$ cat src/rtl/utf16_to_utf8_encoder_macros.svh
// ----------------------------------------------------------------------------
// UTF-16 to UTF-8 encoder assertion macros
// Shared concurrent assertion forms; they compile to nothing when
// NO_ASSERTIONS is defined.
// ----------------------------------------------------------------------------
`ifndef UTF16_TO_UTF8_ENCODER_MACROS_SVH
`define UTF16_TO_UTF8_ENCODER_MACROS_SVH

`ifndef NO_ASSERTIONS

// The condition holds at every clock edge outside reset.
`define U2U8_ASSERT_ALWAYS(label, clk, rst_n, cond) \
    label: assert property (@(posedge clk) disable iff (!rst_n) (cond)) \
        else $error("u2u8: invariant violated");

// The consequent holds in the same cycle as the antecedent.
`define U2U8_ASSERT_IMPLIES(label, clk, rst_n, ante, cons) \
    label: assert property (@(posedge clk) disable iff (!rst_n) (ante) |-> (cons)) \
        else $error("u2u8: implication violated");

// The consequent holds in the cycle after the antecedent.
`define U2U8_ASSERT_NEXT(label, clk, rst_n, ante, cons) \
    label: assert property (@(posedge clk) disable iff (!rst_n) (ante) |=> (cons)) \
        else $error("u2u8: next-cycle implication violated");

`else

`define U2U8_ASSERT_ALWAYS(label, clk, rst_n, cond)
`define U2U8_ASSERT_IMPLIES(label, clk, rst_n, ante, cons)
`define U2U8_ASSERT_NEXT(label, clk, rst_n, ante, cons)

`endif

`endif

$ cat src/rtl/u2u8_pkg.sv
// ----------------------------------------------------------------------------
// UTF-16 to UTF-8 encoder package
// Shared constants, job types and byte encoding functions.
// ----------------------------------------------------------------------------
`timescale 1ns / 1ps

package u2u8_pkg;

    // Most bytes one request can produce: flushed surrogate, unit, terminator.
    localparam int JOB_BYTES = 7;
    localparam int JOB_IDX_W = $clog2(JOB_BYTES);

    // Job queue between front and back.
    localparam int QDEPTH = 2;
    localparam int QPTR_W = $clog2(QDEPTH);
    localparam int QCNT_W = $clog2(QDEPTH + 1);

    localparam logic [15:0] MASK_ONE_BYTE  = 16'hFF80;
    localparam logic [15:0] MASK_TWO_BYTE  = 16'hF800;
    localparam logic [15:0] MASK_SURROGATE = 16'hFC00;
    localparam logic [15:0] HIGH_SURR_TAG  = 16'hD800;
    localparam logic [15:0] LOW_SURR_TAG   = 16'hDC00;
    localparam logic [20:0] SUPPLEMENTARY_BASE = 21'h10000;

    localparam logic [7:0] LEAD_FOUR  = 8'hF0;
    localparam logic [7:0] LEAD_THREE = 8'hE0;
    localparam logic [7:0] LEAD_TWO   = 8'hC0;
    localparam logic [7:0] CONT_TAG   = 8'h80;

    typedef logic [7:0] byte_t;

    // A run of up to four encoded bytes, first byte at index 0.
    typedef struct packed {
        byte_t [3:0]          bytes;
        logic  [JOB_IDX_W-1:0] count;
    } seg_t;

    // Everything the back end needs to emit one request's bytes.
    typedef struct packed {
        byte_t [JOB_BYTES-1:0] bytes;
        logic  [JOB_IDX_W-1:0] count;
        logic                  has_term;
    } job_t;

    function automatic seg_t enc_single(logic [15:0] u);
        seg_t s;
        s = '0;
        if ((u & MASK_ONE_BYTE) == 16'h0000)
        begin
            s.bytes[0] = u[7:0];
            s.count    = JOB_IDX_W'(1);
        end
        else if ((u & MASK_TWO_BYTE) == 16'h0000)
        begin
            s.bytes[0] = LEAD_TWO | {3'b000, u[10:6]};
            s.bytes[1] = CONT_TAG | {2'b00, u[5:0]};
            s.count    = JOB_IDX_W'(2);
        end
        else
        begin
            s.bytes[0] = LEAD_THREE | {4'b0000, u[15:12]};
            s.bytes[1] = CONT_TAG | {2'b00, u[11:6]};
            s.bytes[2] = CONT_TAG | {2'b00, u[5:0]};
            s.count    = JOB_IDX_W'(3);
        end
        return s;
    endfunction

    function automatic seg_t enc_pair(logic [15:0] hi, logic [15:0] lo);
        seg_t        s;
        logic [20:0] cp;
        cp = SUPPLEMENTARY_BASE + {1'b0, hi[9:0], lo[9:0]};
        s.bytes[0] = LEAD_FOUR | {5'b00000, cp[20:18]};
        s.bytes[1] = CONT_TAG | {2'b00, cp[17:12]};
        s.bytes[2] = CONT_TAG | {2'b00, cp[11:6]};
        s.bytes[3] = CONT_TAG | {2'b00, cp[5:0]};
        s.count    = JOB_IDX_W'(4);
        return s;
    endfunction

endpackage

$ cat src/rtl/u2u8_queue.sv
// ----------------------------------------------------------------------------
// UTF-16 to UTF-8 job queue
// Short first-in first-out store of encoded jobs between front and back.
// ----------------------------------------------------------------------------
`timescale 1ns / 1ps
`include "utf16_to_utf8_encoder_macros.svh"

module u2u8_queue (
    input  logic            clk,
    input  logic            rst_n,
    input  logic            push,
    input  u2u8_pkg::job_t  wdata,
    output logic            full,
    input  logic            pop,
    output u2u8_pkg::job_t  rdata,
    output logic            empty
);

    u2u8_pkg::job_t                   mem_reg [u2u8_pkg::QDEPTH];
    logic [u2u8_pkg::QPTR_W-1:0]      wr_ptr_reg, wr_ptr_next;
    logic [u2u8_pkg::QPTR_W-1:0]      rd_ptr_reg, rd_ptr_next;
    logic [u2u8_pkg::QCNT_W-1:0]      count_reg, count_next;
    logic                             do_push, do_pop;

    localparam logic [u2u8_pkg::QPTR_W-1:0] PTR_LAST = u2u8_pkg::QPTR_W'(u2u8_pkg::QDEPTH - 1);
    localparam logic [u2u8_pkg::QCNT_W-1:0] CNT_FULL = u2u8_pkg::QCNT_W'(u2u8_pkg::QDEPTH);

    assign full    = (count_reg == CNT_FULL);
    assign empty   = (count_reg == '0);
    assign do_push = push && !full;
    assign do_pop  = pop && !empty;
    assign rdata   = mem_reg[rd_ptr_reg];

    always_comb
    begin
        wr_ptr_next = wr_ptr_reg;
        rd_ptr_next = rd_ptr_reg;
        count_next  = count_reg;
        if (do_push)
        begin
            wr_ptr_next = (wr_ptr_reg == PTR_LAST) ? '0 : wr_ptr_reg + 1'b1;
        end
        if (do_pop)
        begin
            rd_ptr_next = (rd_ptr_reg == PTR_LAST) ? '0 : rd_ptr_reg + 1'b1;
        end
        if (do_push && !do_pop)
        begin
            count_next = count_reg + 1'b1;
        end
        else if (!do_push && do_pop)
        begin
            count_next = count_reg - 1'b1;
        end
    end

    always_ff @(posedge clk or negedge rst_n)
    begin
        if (!rst_n)
        begin
            wr_ptr_reg <= '0;
            rd_ptr_reg <= '0;
            count_reg  <= '0;
        end
        else
        begin
            wr_ptr_reg <= wr_ptr_next;
            rd_ptr_reg <= rd_ptr_next;
            count_reg  <= count_next;
        end
    end

    always_ff @(posedge clk)
    begin
        if (do_push)
        begin
            mem_reg[wr_ptr_reg] <= wdata;
        end
    end

    `U2U8_ASSERT_ALWAYS(a_count_in_range, clk, rst_n, count_reg <= CNT_FULL)
    `U2U8_ASSERT_NEXT(a_push_only_grows, clk, rst_n, do_push && !do_pop, count_reg == $past(count_reg) + 1'b1)

endmodule

$ cat src/rtl/u2u8_front.sv
// ----------------------------------------------------------------------------
// UTF-16 to UTF-8 front end
// Accepts code units, tracks surrogate and string state, builds byte jobs.
// ----------------------------------------------------------------------------
`timescale 1ns / 1ps

module u2u8_front (
    input  logic            clk,
    input  logic            rst_n,
    input  logic            push,
    input  logic [15:0]     code_unit,
    input  logic            final_unit,
    input  logic            q_full,
    output logic            q_push,
    output u2u8_pkg::job_t  q_wdata
);

    logic [15:0]       held_high_reg, held_high_next;
    logic              held_valid_reg, held_valid_next;
    logic              string_ended_reg, string_ended_next;
    logic              accept;
    logic              is_low, is_high;
    logic              term;
    u2u8_pkg::seg_t    seg_a, seg_b;
    u2u8_pkg::job_t    job;

    assign accept  = push && !q_full;
    assign is_low  = ((code_unit & u2u8_pkg::MASK_SURROGATE) == u2u8_pkg::LOW_SURR_TAG);
    assign is_high = ((code_unit & u2u8_pkg::MASK_SURROGATE) == u2u8_pkg::HIGH_SURR_TAG);

    // Classification: segment A is a flushed or paired surrogate, segment B the unit itself.
    always_comb
    begin
        held_high_next    = held_high_reg;
        held_valid_next   = held_valid_reg;
        string_ended_next = string_ended_reg;
        seg_a             = '0;
        seg_b             = '0;
        term              = 1'b0;
        if (string_ended_reg)
        begin
            if (final_unit)
            begin
                string_ended_next = 1'b0;
            end
        end
        else if (held_valid_reg && is_low)
        begin
            held_valid_next = 1'b0;
            held_high_next  = '0;
            seg_a           = u2u8_pkg::enc_pair(held_high_reg, code_unit);
            term            = final_unit;
        end
        else
        begin
            if (held_valid_reg)
            begin
                held_valid_next = 1'b0;
                held_high_next  = '0;
                seg_a           = u2u8_pkg::enc_single(held_high_reg);
            end
            if (code_unit == 16'h0000)
            begin
                term              = 1'b1;
                string_ended_next = !final_unit;
            end
            else if (is_high && !final_unit)
            begin
                held_high_next  = code_unit;
                held_valid_next = 1'b1;
            end
            else
            begin
                seg_b = u2u8_pkg::enc_single(code_unit);
                term  = final_unit;
            end
        end
    end

    // Pack both segments back to back; the terminator slot is already zero.
    always_comb
    begin
        job = '0;
        for (int k = 0; k < 4; k++)
        begin
            if (u2u8_pkg::JOB_IDX_W'(k) < seg_a.count)
            begin
                job.bytes[u2u8_pkg::JOB_IDX_W'(k)] = seg_a.bytes[2'(k)];
            end
        end
        for (int k = 0; k < 3; k++)
        begin
            if (u2u8_pkg::JOB_IDX_W'(k) < seg_b.count)
            begin
                job.bytes[seg_a.count + u2u8_pkg::JOB_IDX_W'(k)] = seg_b.bytes[2'(k)];
            end
        end
        job.count    = seg_a.count + seg_b.count + u2u8_pkg::JOB_IDX_W'(term);
        job.has_term = term;
    end

    assign q_push  = accept && (job.count != '0);
    assign q_wdata = job;

    always_ff @(posedge clk or negedge rst_n)
    begin
        if (!rst_n)
        begin
            held_high_reg    <= '0;
            held_valid_reg   <= 1'b0;
            string_ended_reg <= 1'b0;
        end
        else if (accept)
        begin
            held_high_reg    <= held_high_next;
            held_valid_reg   <= held_valid_next;
            string_ended_reg <= string_ended_next;
        end
    end

endmodule

$ cat src/rtl/u2u8_back.sv
// ----------------------------------------------------------------------------
// UTF-16 to UTF-8 back end
// Walks the head job into a registered result stage, one byte per cycle while the result side pops.
// ----------------------------------------------------------------------------
`timescale 1ns / 1ps
`include "utf16_to_utf8_encoder_macros.svh"

module u2u8_back (
    input  logic            clk,
    input  logic            rst_n,
    input  u2u8_pkg::job_t  head,
    input  logic            head_valid,
    output logic            head_pop,
    input  logic            pop,
    output logic            empty,
    output logic [7:0]      out_byte,
    output logic            run_last,
    output logic            is_terminator
);

    logic [u2u8_pkg::JOB_IDX_W-1:0] idx_reg, idx_next;
    logic                           out_valid_reg, out_valid_next;
    logic [7:0]                     out_byte_reg;
    logic                           run_last_reg;
    logic                           term_reg;
    logic                           load;
    logic                           last;

    assign load = head_valid && (!out_valid_reg || pop);
    assign last = (idx_reg == head.count - 1'b1);

    always_comb
    begin
        idx_next       = idx_reg;
        head_pop       = 1'b0;
        out_valid_next = out_valid_reg && !pop;
        if (load)
        begin
            out_valid_next = 1'b1;
            if (last)
            begin
                idx_next = '0;
                head_pop = 1'b1;
            end
            else
            begin
                idx_next = idx_reg + 1'b1;
            end
        end
    end

    always_ff @(posedge clk or negedge rst_n)
    begin
        if (!rst_n)
        begin
            idx_reg       <= '0;
            out_valid_reg <= 1'b0;
        end
        else
        begin
            idx_reg       <= idx_next;
            out_valid_reg <= out_valid_next;
        end
    end

    always_ff @(posedge clk)
    begin
        if (load)
        begin
            out_byte_reg <= head.bytes[idx_reg];
            run_last_reg <= last;
            term_reg     <= last && head.has_term;
        end
    end

    assign empty         = !out_valid_reg;
    assign out_byte      = out_byte_reg;
    assign run_last      = run_last_reg;
    assign is_terminator = term_reg;

    `U2U8_ASSERT_IMPLIES(a_head_not_blank, clk, rst_n, head_valid, head.count != '0)
    `U2U8_ASSERT_IMPLIES(a_term_is_last_zero, clk, rst_n, out_valid_reg && term_reg, run_last_reg && (out_byte_reg == 8'h00))

endmodule

$ cat src/rtl/utf16_to_utf8_encoder.sv
// ----------------------------------------------------------------------------
// UTF-16 to UTF-8 encoder
// Streams UTF-16 code units in and UTF-8 bytes out, pairing surrogates and
// terminating strings.
// ----------------------------------------------------------------------------
//
//  Channel   Handshake            Payload
//  -------   ------------------   ------------------------------------------
//  input     push / full          code_unit[15:0], final_unit
//  result    pop / empty          out_byte[7:0], run_last, is_terminator
//
// A request is taken in every cycle while the two-entry job queue has room;
// the back end then emits one byte per cycle while the result side pops,
// 0 to 7 bytes per request (one to three for ordinary text). The
// single-byte result register sets that rate. With the back end idle, the
// first byte of a request passes the job queue, then the result register.
// Reset clears the surrogate and string state, the queue and the result
// register at once; there is no clearing pass.
// A stalled result side fills the queue and then raises full; the front end
// keeps its state until the next request is taken.
// ----------------------------------------------------------------------------
`timescale 1ns / 1ps

module utf16_to_utf8_encoder (
    input  logic        clk,
    input  logic        rst_n,
    input  logic        push,
    output logic        full,
    input  logic [15:0] code_unit,
    input  logic        final_unit,
    output logic        empty,
    input  logic        pop,
    output logic [7:0]  out_byte,
    output logic        run_last,
    output logic        is_terminator
);

    // Jobs hold every byte of one request; requests that produce nothing
    // (a held high surrogate, units after a terminator) never reach the queue.
    u2u8_pkg::job_t q_wdata;
    u2u8_pkg::job_t q_rdata;
    logic           q_push;
    logic           q_pop;
    logic           q_full;
    logic           q_empty;

    // Front end: classification and surrogate state, one request per cycle while the queue has room.
    u2u8_front u_front (
        .clk        (clk),
        .rst_n      (rst_n),
        .push       (push),
        .code_unit  (code_unit),
        .final_unit (final_unit),
        .q_full     (q_full),
        .q_push     (q_push),
        .q_wdata    (q_wdata)
    );

    // The queue lets the front end keep taking requests while bytes drain.
    u2u8_queue u_queue (
        .clk   (clk),
        .rst_n (rst_n),
        .push  (q_push),
        .wdata (q_wdata),
        .full  (q_full),
        .pop   (q_pop),
        .rdata (q_rdata),
        .empty (q_empty)
    );

    // Back end: byte serialiser with its own result register.
    u2u8_back u_back (
        .clk           (clk),
        .rst_n         (rst_n),
        .head          (q_rdata),
        .head_valid    (!q_empty),
        .head_pop      (q_pop),
        .pop           (pop),
        .empty         (empty),
        .out_byte      (out_byte),
        .run_last      (run_last),
        .is_terminator (is_terminator)
    );

    assign full = q_full;

endmodule

$ cat config.mk
export PLATFORM = sky130hd
export DESIGN_NAME = utf16_to_utf8_encoder
export DESIGN_NICKNAME = d
export VERILOG_FILES = /design/src/rtl/u2u8_pkg.sv /design/src/rtl/u2u8_queue.sv /design/src/rtl/u2u8_front.sv /design/src/rtl/u2u8_back.sv /design/src/rtl/utf16_to_utf8_encoder.sv
export VERILOG_INCLUDE_DIRS = /design/src /design/src/rtl
export SDC_FILE = /design/constraint.sdc
export NUM_CORES = 1
export LEC_CHECK = 0
export BUFFER_PORTS_ARGS = -buffer_cell sky130_fd_sc_hd__buf_2
export CAP_MARGIN = 20
export CORE_ASPECT_RATIO = 1.5
export CORE_MARGIN = 4
export CORE_UTILIZATION = 50
export DETAILED_ROUTE_END_ITERATION = 6
export GPL_TIMING_DRIVEN = 0
export PLACE_DENSITY_LB_ADDON = 0.3
export SYNTH_ARGS = -nofsm -noshare
export SYNTH_HDL_FRONTEND = slang
export SYNTH_SLANG_ARGS = --single-unit
export TNS_END_PERCENT = 1
$ cat constraint.sdc
create_clock -name clk -period 6.89 [get_ports clk]
set_input_delay 1.378 -clock clk [delete_from_list [all_inputs] [get_ports clk]]
set_output_delay 1.378 -clock clk [all_outputs]
set_load 0.05 [all_outputs]
-- Yosys cells after proc, flatten, opt, wreduce, memory -nomap -nowiden
Memory sizes are Yosys's and may differ from the RTL's.
Index checks and enable logic that the tools add are counted.
- muxes and demuxes: 56
- reduce and logical (&&, ||, !) cells: 31
- add/subtract/negate cells: 11
- $lt $le $gt $ge: 14
- eq/ne operators: 4
- bitwise logic cells: 1
- operator list (cell ; number):
    bitwise mux 56 bit ; 3
    two-way mux 56 bit ; 3
    two-way mux 19 bit ; 7
    logical NOT 16 bit ; 5
    two-way mux 8 bit ; 10
    demux 8 bit (select 3 bit) ; 3
    two-way mux 16 bit ; 4
    two-way mux 17 bit ; 2
    binary-select mux 8 bit (select 3 bit) ; 1
    two-way mux 11 bit ; 2
    adder 17 x 20 -> 21 bit (first input constant) ; 1
    two-way mux 1 bit ; 18
    < comparator 3 x 4 -> 1 bit (second input constant) ; 4
    logical AND 1 bit ; 14
    == test 6 bit (second input constant) ; 2
    < comparator 1 x 3 -> 1 bit (first input constant) ; 4
    >= comparator 3 x 1 -> 1 bit (second input constant) ; 3
    < comparator 2 x 3 -> 1 bit (first input constant) ; 3
    logical NOT 1 bit ; 7
    adder 3 x 1 -> 3 bit (second input constant) ; 2
    two-way mux 2 bit ; 2
    adder 3 x 1 -> 3 bit ; 1
    adder 3 x 2 -> 3 bit (second input constant) ; 1
    adder 3 bit ; 1
    other kinds (13) ; 14
- memories kept: 1
- output and inout bits: 12
- logic and storage cells: 129
- bits in registers: 36
- memory bits (writable): 120
- memories (memory ; depth ; bits a word ; rd ports ; clocked after memory_dff ; wr ports ; line ; text):
    u_queue.mem_reg ; 2 ; 60 ; 1 ; 0 ; 1 ; u2u8_queue.sv:19 ; u2u8_pkg::job_t mem_reg [u2u8_pkg::QDEPTH];

-- Logic depth before layout (Yosys ltp)
- word-level depth: 16
- depth in mapped cells: 14
- mapped depth without buffers: 13

-- Hierarchy
Synthesis repeated with hierarchy kept, for this count alone.
- cells, all modules: 600
- area total of the unflattened synthesis: 8037.7 µm²
- modules (own cells, without submodules) (module ; cells each ; area each (µm²) ; instances):
    u2u8_queue ; 206 ; 4828.4 ; 1
    u2u8_front ; 296 ; 2147.1 ; 1
    u2u8_back ; 97 ; 1058.5 ; 1
    utf16_to_utf8_encoder ; 1 ; 3.8 ; 1

-- Worst setup path before layout
No wires, ideal clock.
- path type: input port to flip-flop
- from: in code_unit[10]
- to: mem u_queue.mem_reg[0][0] in the netlist's numbering (enable)
- stages on the path: 10
- setup slack: -0.097 ns
- arrival time: 6.502 ns
- library setup time: 0.485 ns
- required time: 6.405 ns
- cell sequence: buf_2 -> nor4_2 -> nand3b_1 -> nor3_1 -> nor2_1 -> fa_1 -> fa_1 -> xor2_1 -> o31a_1 -> nor2b_1
- RTL lines (what ; line ; text):
    from (decl) ; utf16_to_utf8_encoder.sv:29 ; input logic [15:0] code_unit,
    to (decl) ; u2u8_queue.sv:19 ;

==> impl_results.md <==
- Status: complete, no violations
- CTS Hold Bufs: 0
- #FFs+latches synth: 156
- # diodes: 0
- Critical path type: input pin to register
- Clock sink count: 156
- Largest net degree at the start of global routing: 42
- Setup ws final: 1.76 ns
- Cell Area, Synth: roughly 0.0072 mm²
- Met2 Wirelength: roughly 8900 µm
- Clk Tree Root Cell: clkbuf_16
- Pwr dens: 398 mW/mm²
- I/O Buffers: 31
- Worst path most repeated cell: fa_1
- Critical Path Fanout Max: 32
- Max Slew Vio Count: 0
- Register area share after synthesis: 62.9%
- Slew headroom: 40.9%
- Syn. warnings: 0
- Clock Tree Buf Depth: 2
- Power share of the combinational group: 32.1%
- Int Power: 2.17 mW
- First-pass GRT wire length: between 20000 and 30000 µm
- Die area: 0.0165 mm²
- CP startpoint: code_unit[10]
- Netlist cell types: 67
- Initial Utilization: 51.2%
- Row count: 53
- Worst r2r src: u_front.held_high_reg[13]
- Top routing layer used: met4
- Leakage: 3.06 nW
- TritonCTS buffer count: 17
- Ys async rst share: approximately 17%
- CTS tree: done
- Nets: 606
- GP Congestion: 0.926
- Peak supply drop: 0.194 mV
- Setup violators final: 0
- Routed wire length: 16800 µm
- Post-synth EDFFs: 130
- Worst Tran Pin Value: 0.885 ns
- Number of post-CTS setup repair buffers: 0
- Crit end category: register
- Top delay family on crit path: simple AND/OR/NAND/NOR gates
- Share of cells above drive strength 1: 20.1%
- Post-synthesis instance total: about 500
- Max reg flops: 120
- Worst EP required: around 7.0 ns
- Crit path DAT: 5.24 ns
- Overflow left after global routing: 0
- Clock power share: 26.8%
- Highest cell delay on the worst timing path: around 0.76 ns
- Hold WC Path Type: register to register
- Drc violations: 0
- I/O pin count: 33
- Antenna viol nets, final: 0
- Switching power of the nets: 1.13 mW
- Crit path cell chain: buf_2 -> nor4_2 -> nand3b_1 -> nor3_1 -> nor2_1 -> fa_1 -> fa_1 -> xor2_1 -> o31a_1 -> nor2b_4 -> buf_12
- GRT Resource Usage Total: 21.4%
- Drt pass-1 iters: 7
- Worst-skew pair later-pin latency: 0.41 ns
- Clock transition at path regs: 0.06 ns
- Seq pwr share: 41.1%
- DIE WIDTH: 106 µm
- HP Start: u_queue.count_reg[1]
- DR WL/cell: ~21 µm
- Layout fillers: roughly 1100
- Final Skew: 0.00673 ns
- Cells resized by post-CTS repair: 0
- Syn_area_per_cell: 14.3 µm²
- Period minus WS final: 5.13 ns
- Initial antenna violation count: 0
- Switching part of the total: 34.3%
- Via density: 6.03
- Met1 wire length: 6400 µm
- Met3 wire len: roughly 680 µm
- DP HPWL: approximately 12000 µm
- DP Worst Slack: 1.29 ns
- Startpoint types: input pin
- Setup TNS: 0 ns
- WP buf/inv: 2
- Max Clock Freq: 195 MHz
- Via count: 4721
- Area Growth Syn to Fin: 14.9%
- Final core utilization: 58.9%
- RSZ-0062 raised after global routing: false
- H-tree levels: 4
- Vias in the first global route: 4869
- Critical path's slowest cell: nor2b_4
- Main flop type after synthesis: edfxtp_1
- Final hold viol count: 0
- Die height: 155 µm
- DR iter-0 viols: 300
- Max Cap Viol: 0
- Fin crit share: 74.5%
- Core Area: around 0.014 mm²
## logic make-up (layout without fill, tap and decap cells)
logic type / count (synthesis) / count (layout) / share of synthesized area [%]
AO/OA/AOI/OAI: 116 / 116 / 11.4
XOR/XNOR: 12 / 12 / 1.45
adder cells (fa/ha/maj): 7 / 7 / 1.42
buffers and inverters: 31 / 96 / 1.97
flip-flops: 156 / 156 / 62.9
multiplexers: 48 / 48 / 10.3
other: 1 / 20 / 0.0518
AND/OR/NAND/NOR: 136 / 136 / 10.5
## synth_stat cells, drive strengths merged (7+ instances only)
master	n	area share (%)
xor2	8	0.97
a21o	10	1.0
nor4	8	1.1
a22o	10	1.2
o21ai	18	1.3
mux2i	25	3.5
mux4	21	6.5
a21oi	21	1.5
buf	12	0.95
nor2	37	2.0
inv	9	0.50
o22ai	17	1.5
clkbuf	9	0.47
nand2	38	2.0
nor3	11	1.3
o221ai	8	0.97
dfrtp	26	9.0
a31oi	7	0.69
edfxtp	130	54
nand2b	8	0.80
## power by group through the flow
| stage | sequential, mW | combinational (mW) | clock (mW) |
|---|---|---|---|
| 2_1_floorplan | 1.47 | 0.674 | 0 |
| 3_3_place_gp | 1.38 | 1.03 | 0 |
| 3_5_place_dp | 1.38 | 1.07 | 0 |
| 4_1_cts | 1.36 | 1.07 | 0.894 |
| 5_1_grt | 1.38 | 1.15 | 0.946 |
| 6_report | 1.36 | 1.06 | 0.887 |
## layer usage
| layer | global-route usage [%] | vias up |
|---|---|---|
| li1 | - | 2128 |
| met1 | 24.4 | 2364 |
| met2 | 37.5 | 173 |
| met3 | 4.65 | 56 |
| met4 | 10.7 | 0 |
| met5 | 0 | - |
## final cells by class
type | instances | area [µm²] | area share [%]
timing repair buffer | 33 | 195 | 2.35
inverter | 10 | 40.0 | 0.481
sequential | 156 | 4550 | 54.7
clock buffer | 17 | 425 | 5.11
clock inverter | 15 | 140 | 1.68
multi-input combinational | 339 | 2620 | 31.5
tap | 192 | 240 | 2.89
buffer | 21 | 103 | 1.23
## cells in the final DEF (no fill, tap or decap), drive strengths merged, types with 3 or more instances in the layout
master / instances
o21ai: 18
nand2: 38
inv: 14
nand3: 6
mux2i: 25
clkbuf: 26
clkinv: 8
conb: 20
o2111ai: 3
nand2b: 8
nand4: 3
nor2: 37
buf: 45
a31oi: 7
a22o: 10
edfxtp: 130
a21oi: 21
o221ai: 8
nor3: 11
nor4: 8
a211o: 6
dfrtp: 26
a21o: 10
mux4: 21
and2: 5
ha: 5
and4: 5
o21bai: 4
a211oi: 3
xor2: 8
xnor2: 4
o22ai: 17
## per-stage QoR
step                cells  hold slack [ns]  power, mW  instance area (µm²)
floorplan             526            0.460       2.15                 7310
global placement      749            0.477       2.40                 7710
detailed placement    751            0.503       2.45                 7750
CTS                   783            0.515       3.33                 8320
global route          783            0.540       3.48                 8320
finish                783            0.512       3.31                 8320
## path summary, 6_finish.rpt
path / depth (start not counted) / slack [ns] / to
worst max-delay path: 11 / 1.76 / u_queue.mem_reg[0][40]
worst min-delay path: 1 / 0.51 / u_queue.count_reg[1]
worst max register to register: 9 / 2.70 / u_queue.mem_reg[0][40]
worst min register to register: 1 / 0.51 / u_queue.count_reg[1]
max in group asynchronous: 1 / 5.52 / u_front.held_high_reg[11]
min in group asynchronous: 1 / 0.97 / u_back.idx_reg[2]
No activity file was read; power rests on OpenSTA's default activity.
